<file path="src/sv/wbps_pkg.sv">
// Package for the wildcard byte pattern scan: default sizes, register map
// and configuration reset values. No dependencies.
package wbps_pkg;

  localparam int DEF_MAX_PATTERN_BYTES = 16;
  localparam int DEF_POSITION_BITS     = 32;

  localparam int PATTERN_SLOTS     = 16;
  localparam int LENGTH_FIELD_BITS = 5;
  localparam int ADDRESS_BITS      = 32;
  localparam int CFG_DATA_BITS     = 64;
  localparam int CFG_ADDR_BITS     = 6;
  localparam int CFG_INDEX_BITS    = 3;

  localparam logic [PATTERN_SLOTS-1:0]     MASK_RESET   = '1;
  localparam logic [LENGTH_FIELD_BITS-1:0] LENGTH_RESET = LENGTH_FIELD_BITS'(1);

  typedef enum logic [CFG_INDEX_BITS-1:0] {
    REG_PATTERN_LOW  = 3'd0,
    REG_PATTERN_HIGH = 3'd1,
    REG_COMPARE_MASK = 3'd2,
    REG_PATTERN_LEN  = 3'd3,
    REG_RESULT_OFS   = 3'd4
  } cfg_reg_t;

endpackage

</file>
<file path="src/sv/wildcard_byte_pattern_scan.sv">
// Wildcard byte pattern scan: image bytes in, one match or not-found beat
// out per image. Depends on wbps_pkg.
//
// The block takes one image byte per cycle and sustains that rate with both
// sides flowing. Each byte is registered, then compared combinationally
// against the window of the previous MAX_PATTERN_BYTES-1 bytes through a
// parallel per-lane compare, and the outcome lands in the result register.
// A stalled result holds the input stage, which then stalls the input.
// After the first result of an image, further bytes are absorbed without
// output until first_of_image.
// Configuration is a 64-bit APB port, register i at byte address 8*i.
module wildcard_byte_pattern_scan #(
  parameter int MAX_PATTERN_BYTES = wbps_pkg::DEF_MAX_PATTERN_BYTES,
  parameter int POSITION_BITS     = wbps_pkg::DEF_POSITION_BITS
) (
  input  logic                                 clk,
  input  logic                                 rst,
  input  logic                                 psel,
  input  logic                                 penable,
  input  logic                                 pwrite,
  input  logic [wbps_pkg::CFG_ADDR_BITS-1:0]   paddr,
  input  logic [wbps_pkg::CFG_DATA_BITS-1:0]   pwdata,
  output logic [wbps_pkg::CFG_DATA_BITS-1:0]   prdata,
  output logic                                 pready,
  input  logic                                 in_valid,
  output logic                                 in_stall,
  input  logic [7:0]                           image_byte,
  input  logic                                 first_of_image,
  input  logic                                 last_of_image,
  output logic                                 out_valid,
  input  logic                                 out_stall,
  output logic                                 match_found,
  output logic [wbps_pkg::ADDRESS_BITS-1:0]    match_address
);
  import wbps_pkg::*;

  localparam int WIN_DEPTH = (MAX_PATTERN_BYTES > 1) ? MAX_PATTERN_BYTES - 1 : 1;
  localparam int HIST_BITS = (MAX_PATTERN_BYTES > 1) ? $clog2(MAX_PATTERN_BYTES) : 1;
  localparam int LEN_BITS  = $clog2(MAX_PATTERN_BYTES + 1);

  logic [63:0]                    pattern_low;
  logic [63:0]                    pattern_high;
  logic [PATTERN_SLOTS-1:0]       compare_mask;
  logic [LENGTH_FIELD_BITS-1:0]   pattern_length;
  logic signed [ADDRESS_BITS-1:0] result_offset;

  logic                           cfg_write;
  cfg_reg_t                       cfg_sel;

  logic                           s1_valid;
  logic [7:0]                     s1_byte;
  logic                           s1_first;
  logic                           s1_last;

  logic [7:0]                     byte_window [WIN_DEPTH];
  logic [POSITION_BITS-1:0]       byte_position;
  logic                           scan_done;

  logic [7:0]                     win_eff     [WIN_DEPTH];
  logic [7:0]                     byte_window_next [WIN_DEPTH];
  logic [7:0]                     hist        [MAX_PATTERN_BYTES];
  logic [7:0]                     pat_bytes   [PATTERN_SLOTS];
  logic [LEN_BITS-1:0]            ages        [MAX_PATTERN_BYTES];
  logic [MAX_PATTERN_BYTES-1:0]   lane_ok;
  logic [LEN_BITS-1:0]            len;
  logic [LEN_BITS-1:0]            len_m1;
  logic [POSITION_BITS-1:0]       pos_eff;
  logic [POSITION_BITS-1:0]       start;
  logic                           done_eff;
  logic                           pos_ok;
  logic                           hit;
  logic                           blocked;
  logic                           proc;
  logic                           emit;
  logic [ADDRESS_BITS-1:0]        address_next;

  // configuration port
  assign pready    = 1'b1;
  assign cfg_write = psel && penable && pwrite;
  assign cfg_sel   = cfg_reg_t'(paddr[CFG_ADDR_BITS-1:CFG_ADDR_BITS-CFG_INDEX_BITS]);

  always_ff @(posedge clk) begin
    if (rst) begin
      pattern_low    <= '0;
      pattern_high   <= '0;
      compare_mask   <= MASK_RESET;
      pattern_length <= LENGTH_RESET;
      result_offset  <= '0;
    end else if (cfg_write) begin
      case (cfg_sel)
        REG_PATTERN_LOW:  pattern_low    <= pwdata;
        REG_PATTERN_HIGH: pattern_high   <= pwdata;
        REG_COMPARE_MASK: compare_mask   <= pwdata[PATTERN_SLOTS-1:0];
        REG_PATTERN_LEN:  pattern_length <= pwdata[LENGTH_FIELD_BITS-1:0];
        REG_RESULT_OFS:   result_offset  <= signed'(pwdata[ADDRESS_BITS-1:0]);
        default: ;
      endcase
    end
  end

  always_comb begin
    case (cfg_sel)
      REG_PATTERN_LOW:  prdata = pattern_low;
      REG_PATTERN_HIGH: prdata = pattern_high;
      REG_COMPARE_MASK: prdata = CFG_DATA_BITS'(compare_mask);
      REG_PATTERN_LEN:  prdata = CFG_DATA_BITS'(pattern_length);
      REG_RESULT_OFS:   prdata = CFG_DATA_BITS'(unsigned'(result_offset));
      default:          prdata = '0;
    endcase
  end

  // handshake
  assign blocked  = out_valid && out_stall;
  assign in_stall = s1_valid && blocked;
  assign proc     = s1_valid && !blocked;

  always_ff @(posedge clk) begin
    if (rst) begin
      s1_valid <= 1'b0;
    end else if (!in_stall) begin
      s1_valid <= in_valid;
    end
  end

  always_ff @(posedge clk) begin
    if (!in_stall && in_valid) begin
      s1_byte  <= image_byte;
      s1_first <= first_of_image;
      s1_last  <= last_of_image;
    end
  end

  // compare
  always_comb begin
    for (int i = 0; i < 8; i++) begin
      pat_bytes[i]     = pattern_low[8*i +: 8];
      pat_bytes[i + 8] = pattern_high[8*i +: 8];
    end
  end

  always_comb begin
    if (pattern_length == '0) begin
      len = LEN_BITS'(1);
    end else if (pattern_length > LENGTH_FIELD_BITS'(MAX_PATTERN_BYTES)) begin
      len = LEN_BITS'(MAX_PATTERN_BYTES);
    end else begin
      len = LEN_BITS'(pattern_length);
    end
  end

  assign len_m1   = len - LEN_BITS'(1);
  assign pos_eff  = s1_first ? '0 : byte_position;
  assign done_eff = !s1_first && scan_done;
  assign pos_ok   = pos_eff >= POSITION_BITS'(len_m1);

  always_comb begin
    for (int i = 0; i < WIN_DEPTH; i++) begin
      win_eff[i] = s1_first ? 8'd0 : byte_window[i];
    end
    hist[0] = s1_byte;
    for (int i = 1; i < MAX_PATTERN_BYTES; i++) begin
      hist[i] = win_eff[i-1];
    end
    byte_window_next[0] = s1_byte;
    for (int i = 1; i < WIN_DEPTH; i++) begin
      byte_window_next[i] = win_eff[i-1];
    end
  end

  always_comb begin
    for (int j = 0; j < MAX_PATTERN_BYTES; j++) begin
      ages[j] = len_m1 - LEN_BITS'(j);
      if ((LEN_BITS'(j) < len) && compare_mask[j]) begin
        lane_ok[j] = hist[ages[j][HIST_BITS-1:0]] == pat_bytes[j];
      end else begin
        lane_ok[j] = 1'b1;
      end
    end
  end

  assign hit          = pos_ok && (&lane_ok);
  assign start        = pos_eff - POSITION_BITS'(len_m1);
  assign address_next = ADDRESS_BITS'(start) + unsigned'(result_offset);
  assign emit         = proc && !done_eff && (hit || s1_last);

  // scan state
  always_ff @(posedge clk) begin
    if (rst) begin
      for (int i = 0; i < WIN_DEPTH; i++) begin
        byte_window[i] <= 8'd0;
      end
      byte_position <= '0;
      scan_done     <= 1'b0;
    end else if (proc && !done_eff) begin
      byte_window   <= byte_window_next;
      byte_position <= pos_eff + POSITION_BITS'(1);
      scan_done     <= hit || s1_last;
    end
  end

  // result register
  always_ff @(posedge clk) begin
    if (rst) begin
      out_valid <= 1'b0;
    end else if (emit) begin
      out_valid <= 1'b1;
    end else if (!out_stall) begin
      out_valid <= 1'b0;
    end
  end

  always_ff @(posedge clk) begin
    if (emit) begin
      match_found   <= hit;
      match_address <= hit ? address_next : '0;
    end
  end

  a_stall_cause: assert property (@(posedge clk) disable iff (rst)
    in_stall |-> (out_valid && out_stall))
    else $error("input stalled without a blocked result");

  a_result_source: assert property (@(posedge clk) disable iff (rst)
    $rose(out_valid) |-> $past(s1_valid))
    else $error("result without a registered byte");

  a_result_closes_scan: assert property (@(posedge clk) disable iff (rst)
    $rose(out_valid) |-> scan_done)
    else $error("result given but scan left open");

  a_not_found_zero: assert property (@(posedge clk) disable iff (rst)
    (out_valid && !match_found) |-> (match_address == '0))
    else $error("not-found beat carries an address");

  a_no_emit_when_done: assert property (@(posedge clk) disable iff (rst)
    (s1_valid && scan_done && !s1_first && !out_stall) |=> !$rose(out_valid))
    else $error("second result for one image");

endmodule
</file>
<file path="config.mk">
export PLATFORM = sky130hd
export DESIGN_NAME = wildcard_byte_pattern_scan
export DESIGN_NICKNAME = d
export VERILOG_FILES = /design/src/sv/wbps_pkg.sv /design/src/sv/wildcard_byte_pattern_scan.sv
export SDC_FILE = /design/constraint.sdc
export NUM_CORES = 2
export LEC_CHECK = 0
export BUFFER_PORTS_ARGS = -buffer_cell sky130_fd_sc_hd__clkbuf_2
export CAP_MARGIN = 10
export CORE_ASPECT_RATIO = 0.8
export CORE_MARGIN = 2
export CORE_UTILIZATION = 40
export DETAILED_ROUTE_END_ITERATION = 8
export SLEW_MARGIN = 20
export SYNTH_ARGS = -nofsm -noshare
export SYNTH_HDL_FRONTEND = slang
export SYNTH_SLANG_ARGS = --single-unit
</file>
<file path="constraint.sdc">
create_clock -name clk -period 11.8 [get_ports clk]
set_input_delay 0.59 -clock clk [delete_from_list [all_inputs] [get_ports clk]]
set_output_delay 0.59 -clock clk [all_outputs]
set_load 0.01 [all_outputs]
</file>
## After elaboration in Yosys (flattened, before gate mapping)

Cells that the tools add are included.

- Register bits after elaboration: 379
- Input port bits: 87
- Output and inout bits: 100
- Word-level logic and storage cells: 243

- $add $sub $neg: 19
- $lt $le $gt $ge: 34
- Equality and inequality tests: 21
- Muxes and demuxes: 85
- Bitwise gates (word level): 16
- Reductions and logical operators: 39

Operators by type and width:

| kind | count |
|---|---|
| $bmux 8 s4 | 16 |
| $mux 8 | 47 |
| $pmux 64 s5 | 1 |
| $eq 8x8->1 | 16 |
| $ge 5x5->1 const B | 16 |
| $not 4->5 | 16 |
| $lt 4x5->1 const A | 8 |
| $add 32x1->32 const B | 1 |
| $add 32x32->32 | 1 |
| $ge 32x5->1 | 1 |
| $mux 32 | 1 |
| $sub 32x5->32 | 1 |
| $sub 4x4->4 const B | 8 |
| $logic_and 1x1->1 | 26 |
| $lt 3x5->1 const A | 4 |
| $mux 1 | 18 |
| $reduce_and 16->1 | 1 |
| $sub 4x3->4 const B | 4 |
| $lt 1x5->1 const A | 2 |
| $lt 2x5->1 const A | 2 |
| $mux 5 | 2 |
| $reduce_and 2->1 | 5 |
| $sub 4x2->4 const B | 2 |
| $eq 3x2->1 const B | 2 |
| other kinds (10) | 13 |

## Logic depth before layout (Yosys ltp)

- Word-level depth: 16
- Depth in mapped cells: 31
- Depth with buffers taken out: 22

## Worst setup path before layout

Ideal clock, no wire load.

- Kind: flip-flop to flip-flop
- Start point: reg pattern_length[1]
- End point: reg match_address[0] (netlist name) (enable)
- Library setup time: 0.434 ns
- Data arrival time: 7.899 ns
- Required time: 11.366 ns
- Slack: 3.467 ns
- Cell stages (with the launch flop): 29
- Buffers on the path: 12
- Period minus slack after synthesis: 8.333 ns
- Cell sequence: dfxtp_1 -> buf_2 -> or4_1 -> buf_2 -> nand2_8 -> buf_4 -> buf_6 -> buf_6 -> buf_2 -> ha_1 -> clkbuf_1 -> inv_1 -> clkbuf_1 -> clkbuf_1 -> ha_1 -> clkbuf_1 -> inv_1 -> clkbuf_1 -> nor2_1 -> nand2_1 -> mux2i_1 -> or4_1 -> a2111oi_2 -> a41oi_1 -> a31o_1 -> nor4_4 -> nand4_4 -> buf_6 -> a21oi_1

- Cells in the longest elaborated chain, start to end: 15
- Elaborated cells between the ends (all ways): 153
- Classes of those cells: 16 x add/sub; 18 x order compare; 16 x eq/ne; 66 x mux; 16 x bitwise; 21 x reduce/logical

Ends and longest elaborated chain:

| what | RTL line | text |
|---|---|---|
| start: declaration | wildcard_byte_pattern_scan.sv:44 | `logic [LENGTH_FIELD_BITS-1:0] pattern_length;` |
| start signal: assignment | wildcard_byte_pattern_scan.sv:94 | `REG_PATTERN_LEN: pattern_length <= pwdata[LENGTH_FIELD_BITS-1:0];` |
| $gt 5x5->1 | wildcard_byte_pattern_scan.sv:144 | `end else if (pattern_length > LENGTH_FIELD_BITS'(MAX_PATTERN_BYTES)) begin` |
| $mux 5 | wildcard_byte_pattern_scan.sv:144 |  |
| $mux 5 * | wildcard_byte_pattern_scan.sv:142 | `if (pattern_length == '0) begin` |
| $sub 5x1->5 | wildcard_byte_pattern_scan.sv:151 | `assign len_m1 = len - LEN_BITS'(1);` |
| $sub 4x1->4 (tied with other cells) | wildcard_byte_pattern_scan.sv:172 | `ages[j] = len_m1 - LEN_BITS'(j);` |
| $not 4->5 (not written as such) | wildcard_byte_pattern_scan.sv:174 | `lane_ok[j] = hist[ages[j][HIST_BITS-1:0]] == pat_bytes[j];` |
| $bmux 8 s4 | wildcard_byte_pattern_scan.sv:174 |  |
| $mux 8 (not written as such) (2 in series) | wildcard_byte_pattern_scan.sv:174 |  |
| $eq 8x8->1 | wildcard_byte_pattern_scan.sv:174 |  |
| $mux 1 | wildcard_byte_pattern_scan.sv:173 | `if ((LEN_BITS'(j) < len) && compare_mask[j]) begin` |
| $reduce_and 16->1 | wildcard_byte_pattern_scan.sv:181 | `assign hit = pos_ok && (&lane_ok);` |
| $logic_and 1x1->1 * | wildcard_byte_pattern_scan.sv:181 |  |
| $logic_or 1x1->1 * | wildcard_byte_pattern_scan.sv:184 | `assign emit = proc && !done_eff && (hit \|\| s1_last);` |
| $logic_and 1x1->1 * | wildcard_byte_pattern_scan.sv:184 |  |
| via emit | wildcard_byte_pattern_scan.sv:74 | `logic emit;` |
| end signal: assignment | wildcard_byte_pattern_scan.sv:215 | `match_address <= hit ? address_next : '0;` |
| end: declaration | wildcard_byte_pattern_scan.sv:33 | `output logic [wbps_pkg::ADDRESS_BITS-1:0] match_address` |

The timed path passes the listed nets; every way through them passes the cells marked *. The select of a mux whose other input is x is not followed.
A chain may end at the register's enable or synchronous reset.

## Worst setup path in the final report

- Start point: reg pattern_length[4]
- End point: reg match_address[3] (netlist name) (enable)

The elaborated chain is that of the path after synthesis.

==> key figures <==
Run status
  – Status: completed

STA
  – Post-route setup slack: 3.57 ns
  – Tmin final: 8.23 ns
  – Slew Limit Fails: 0
  – FMAX: 121 MHz
  – Worst-Margin Slew: about 1.3 ns
  – Max-slew headroom: 14.9%
  – # setup viols final: 0
  – Fin. Hold Viols: 0
  – Layout Skew: 0.0143 ns
  – Setup TNS: 0 ns
  – RSZ-0062 raised after global routing: false
  – Final period util: 69.8%

Layout
  – Footprint of the multi-input gates: 0.0173 mm^2
  – Sequential Area: 0.00802 mm^2
  – Commonest non-fill, non-tap cell in the layout: nand2_1
  – Final Util: 45.2%
  – Post-route insts no fill: 4,167
  – Fraction of layout instances using a drive strength above 1: 15.1%
  – Synth-to-Final Area Change: 11.7%
  – Most frequent cells in the layout: nand2_1, a21oi_1, dfxtp_1
  – Nets: ~3,400
  – Fill cells: 6,526
  – Final Cell Area: 0.0298 mm^2
  – Diode count: 0

Setup path
  – RR Endpoint: match_address[3]
  – CP endpoint: match_address[3]
  – Worst Path Buf+Inv: 6
  – Worst path max stage delay: 0.85 ns
  – Worst Setup End Kind: flop
  – Critical Path Start: pattern_length[4]
  – CP max-delay cell: ha_1
  – R2r worst-path depth: 20
  – R2R Setup Slk: 3.57 ns
  – CP Launch Type: flop
  – Critical Path RT: roughly 12 ns
  – Crit-path max FO: between 50 and 60
  – Critical path data arrival time: 8.52 ns
  – Critical-path cell list: buf_4 > or4_1 > nand2_8 > ha_2 > inv_2 > buf_4 > ha_1 > inv_1 > nor2_1 > a22o_1 > mux2i_1 > xor2_1 > nand2_1 > nor4_1 > o32ai_1 > nor4_2 > nand4_4 > buf_4 > a21oi_4 > buf_16
  – Cell mode on critical path: buf_4
  – Top delay family on crit path: simple AND/OR/NAND/NOR gates
  – Critical path type: flop to flop
  – Worst reg2reg path startpoint: pattern_length[4]
  – Stages on the worst setup path: 20

Routing
  – Via count: 24,900
  – Via density: ~6
  – Post-Route WL: 97,100 um
  – DRC errors left: 0
  – DR pass1 iterations: 7
  – Routed wire per std cell: 23.3 um
  – First-iteration detailed-routing DRC count: 3,027
  – Post-route ant nets: 0

Logic synthesis
  – Netlist cell types: 83
  – Yosys synthesis warning count: 0
  – Synthesized area: 0.0267 mm^2
  – Syn_nets: 3,393
  – Yosys reg bits: 379
  – Fraction of synthesis flops using an asynchronous set or reset pin: 0%
  – Cell taking the most area after synthesis: dfxtp_1
  – Syn Inst Count: 3,228
  – Syn Area/Cell: 8.27 um^2
  – Synth top area cells: dfxtp_1, mux4_2, nand2_1
  – Main synth FF type: dfxtp_1
  – Post-synth EDFFs: 43
  – Top cell type's share of synthesized area: 25.2%
  – Sequential fraction of the synthesis area: 30.0%

Global route
  – GRT met2 Usage: 39.4%
  – Grt met3 use: 7.43%
  – Initial antenna violation count: 1
  – Largest net degree at the start of global routing: 134
  – Met1 Use GR: 39.7%
  – Vias in the first global route: 22,300
  – Total grt overflow: 0
  – GRT busiest layer: met1
  – GR Util All Layers: 27.4%
  – First-pass GRT wire length: 145,000 um

Pwr
  – Lkg Pwr: approximately 11 nW
  – Power Dens Cells: 105 mW/mm^2
  – Worst VDD drop: 0.0000958 V

Worst hold path
  – HP Class: input port to flop

Placed design
  – DPL Wire Length: 70,300 um
  – IO buf count: 182
  – Placed Instance Area: 0.0282 mm^2
  – Pre-CTS WS: between 3 and 4 ns
  – # placed instances: 4,084
  – Gpl congestion: approximately 0.99

Floorplan
  – Die Area: 0.0688 mm^2
  – Chip Width: about 290 um
  – Die height: 235 um
  – Initial Utilization: 40.5%
  – Rows: 84
  – Total I/O pin count: 187
  – Core ar.: 0.0659 mm^2

Clocking
  – CTS max path bufs: 3
  – Post-CTS Resized: 0
  – Hold buffer count at CTS: 0
  – Setup repair bufs after CTS: 0
  – CTS Buf Count: 45
  – Sinks on the clock net: 379
  – CTS tree: built
  – Root Buffer Master: clkbuf_16
  – Worst-skew pair later-pin latency: 0.60 ns
  – H-Tree Depth: 2
  – Register clock-pin slew on the reported worst setup and hold paths: roughly 0.06 ns

Run
  – Max_cap viols: 0
[Yosys cell counts, types with 11 or more instances]
cell      instances
nor2_1          233
nand2_1         635
nor4_1           27
edfxtp_1         43
nand3_1          34
mux2i_1         164
o21ai_0          60
a31oi_1          20
a211oi_1         17
o211ai_1         19
inv_1           125
nand4_1          16
and3_1           81
a22o_1           52
ha_1             75
a21oi_1         360
clkbuf_1        179
a22oi_1          40
xor2_1           78
nor3_1           36
nand2b_1         17
a221o_1          11
o22ai_1          13
and2_1           15
nor2b_1          74
buf_2            20
buf_1            29
mux4_2          133
dfxtp_1         336
xnor2_1         111
mux2_2           19
[sequential cells by signal, summed over array words and instances, names as in the netlist, 5 cells and up]
register,flops
byte_position,32
byte_window,120
compare_mask,16
match_address,32
pattern_high,64
pattern_length,5
pattern_low,64
result_offset,32
s1_byte,8
[how the worst min path moves through the flow]
stage	start	to	slack (ns)	depth (start not counted)
detailed placement	byte_window[109]	byte_window[109]	0.45	2
floorplan	byte_window[105]	byte_window[105]	0.43	2
CTS	image_byte[7]	s1_byte[7]	0.15	1
global placement	byte_window[106]	byte_window[106]	0.44	2
finish	image_byte[2]	s1_byte[2]	0.17	1
global route	last_of_image	s1_last	0.16	1
[area by class of cell]
class,instances,area share [%]
Tap cell,860,3.61
Inverter,127,1.62
Clock inverter,18,0.928
Multi-Input combinational cell,2481,57.9
Timing Repair Buffer,238,4.57
Clock buffer,64,4.46
Sequential cell,379,26.9
[through the flow]
stage                     power [mW]  hold WS [ns]
after floorplan                 1.53         0.432
after global placement          1.63         0.438
after detailed placement        1.63         0.446
after CTS                       3.15         0.146
after global routing            3.23         0.157
final                           3.13         0.170
[layer usage]
| metal | vias to the layer above | wire length [um] |
|---|---|---|
| li1 | 11500 | - |
| met1 | 12100 | 42400 |
| met2 | 1150 | 41100 |
| met3 | 164 | 10500 |
| met4 | 0 | 3120 |
| met5 | - | 0 |
[kinds of logic (layout without fill, tap and decap cells)]
kind of cell / count (synthesis) / after routing / share of synthesized area [%]
AO/OA/AOI/OAI: 695 / 695 / 16.2
XOR/XNOR: 189 / 189 / 6.20
adder cells (fa/ha/maj): 78 / 78 / 3.74
buffers and inverters: 368 / 447 / 5.56
flip-flops: 379 / 379 / 30.0
multiplexers: 316 / 316 / 18.2
other: 1 / 1 / 0.0141
AND/OR/NAND/NOR: 1202 / 1202 / 20.1
[report_power, final]
part | switching [mW] | internal, mW
sequential | 0.0135 | 1.32
clock | 0.606 | 0.920
combinational | 0.189 | 0.0898
total | 0.808 | 2.32
(Power assumes the default switching activity.)
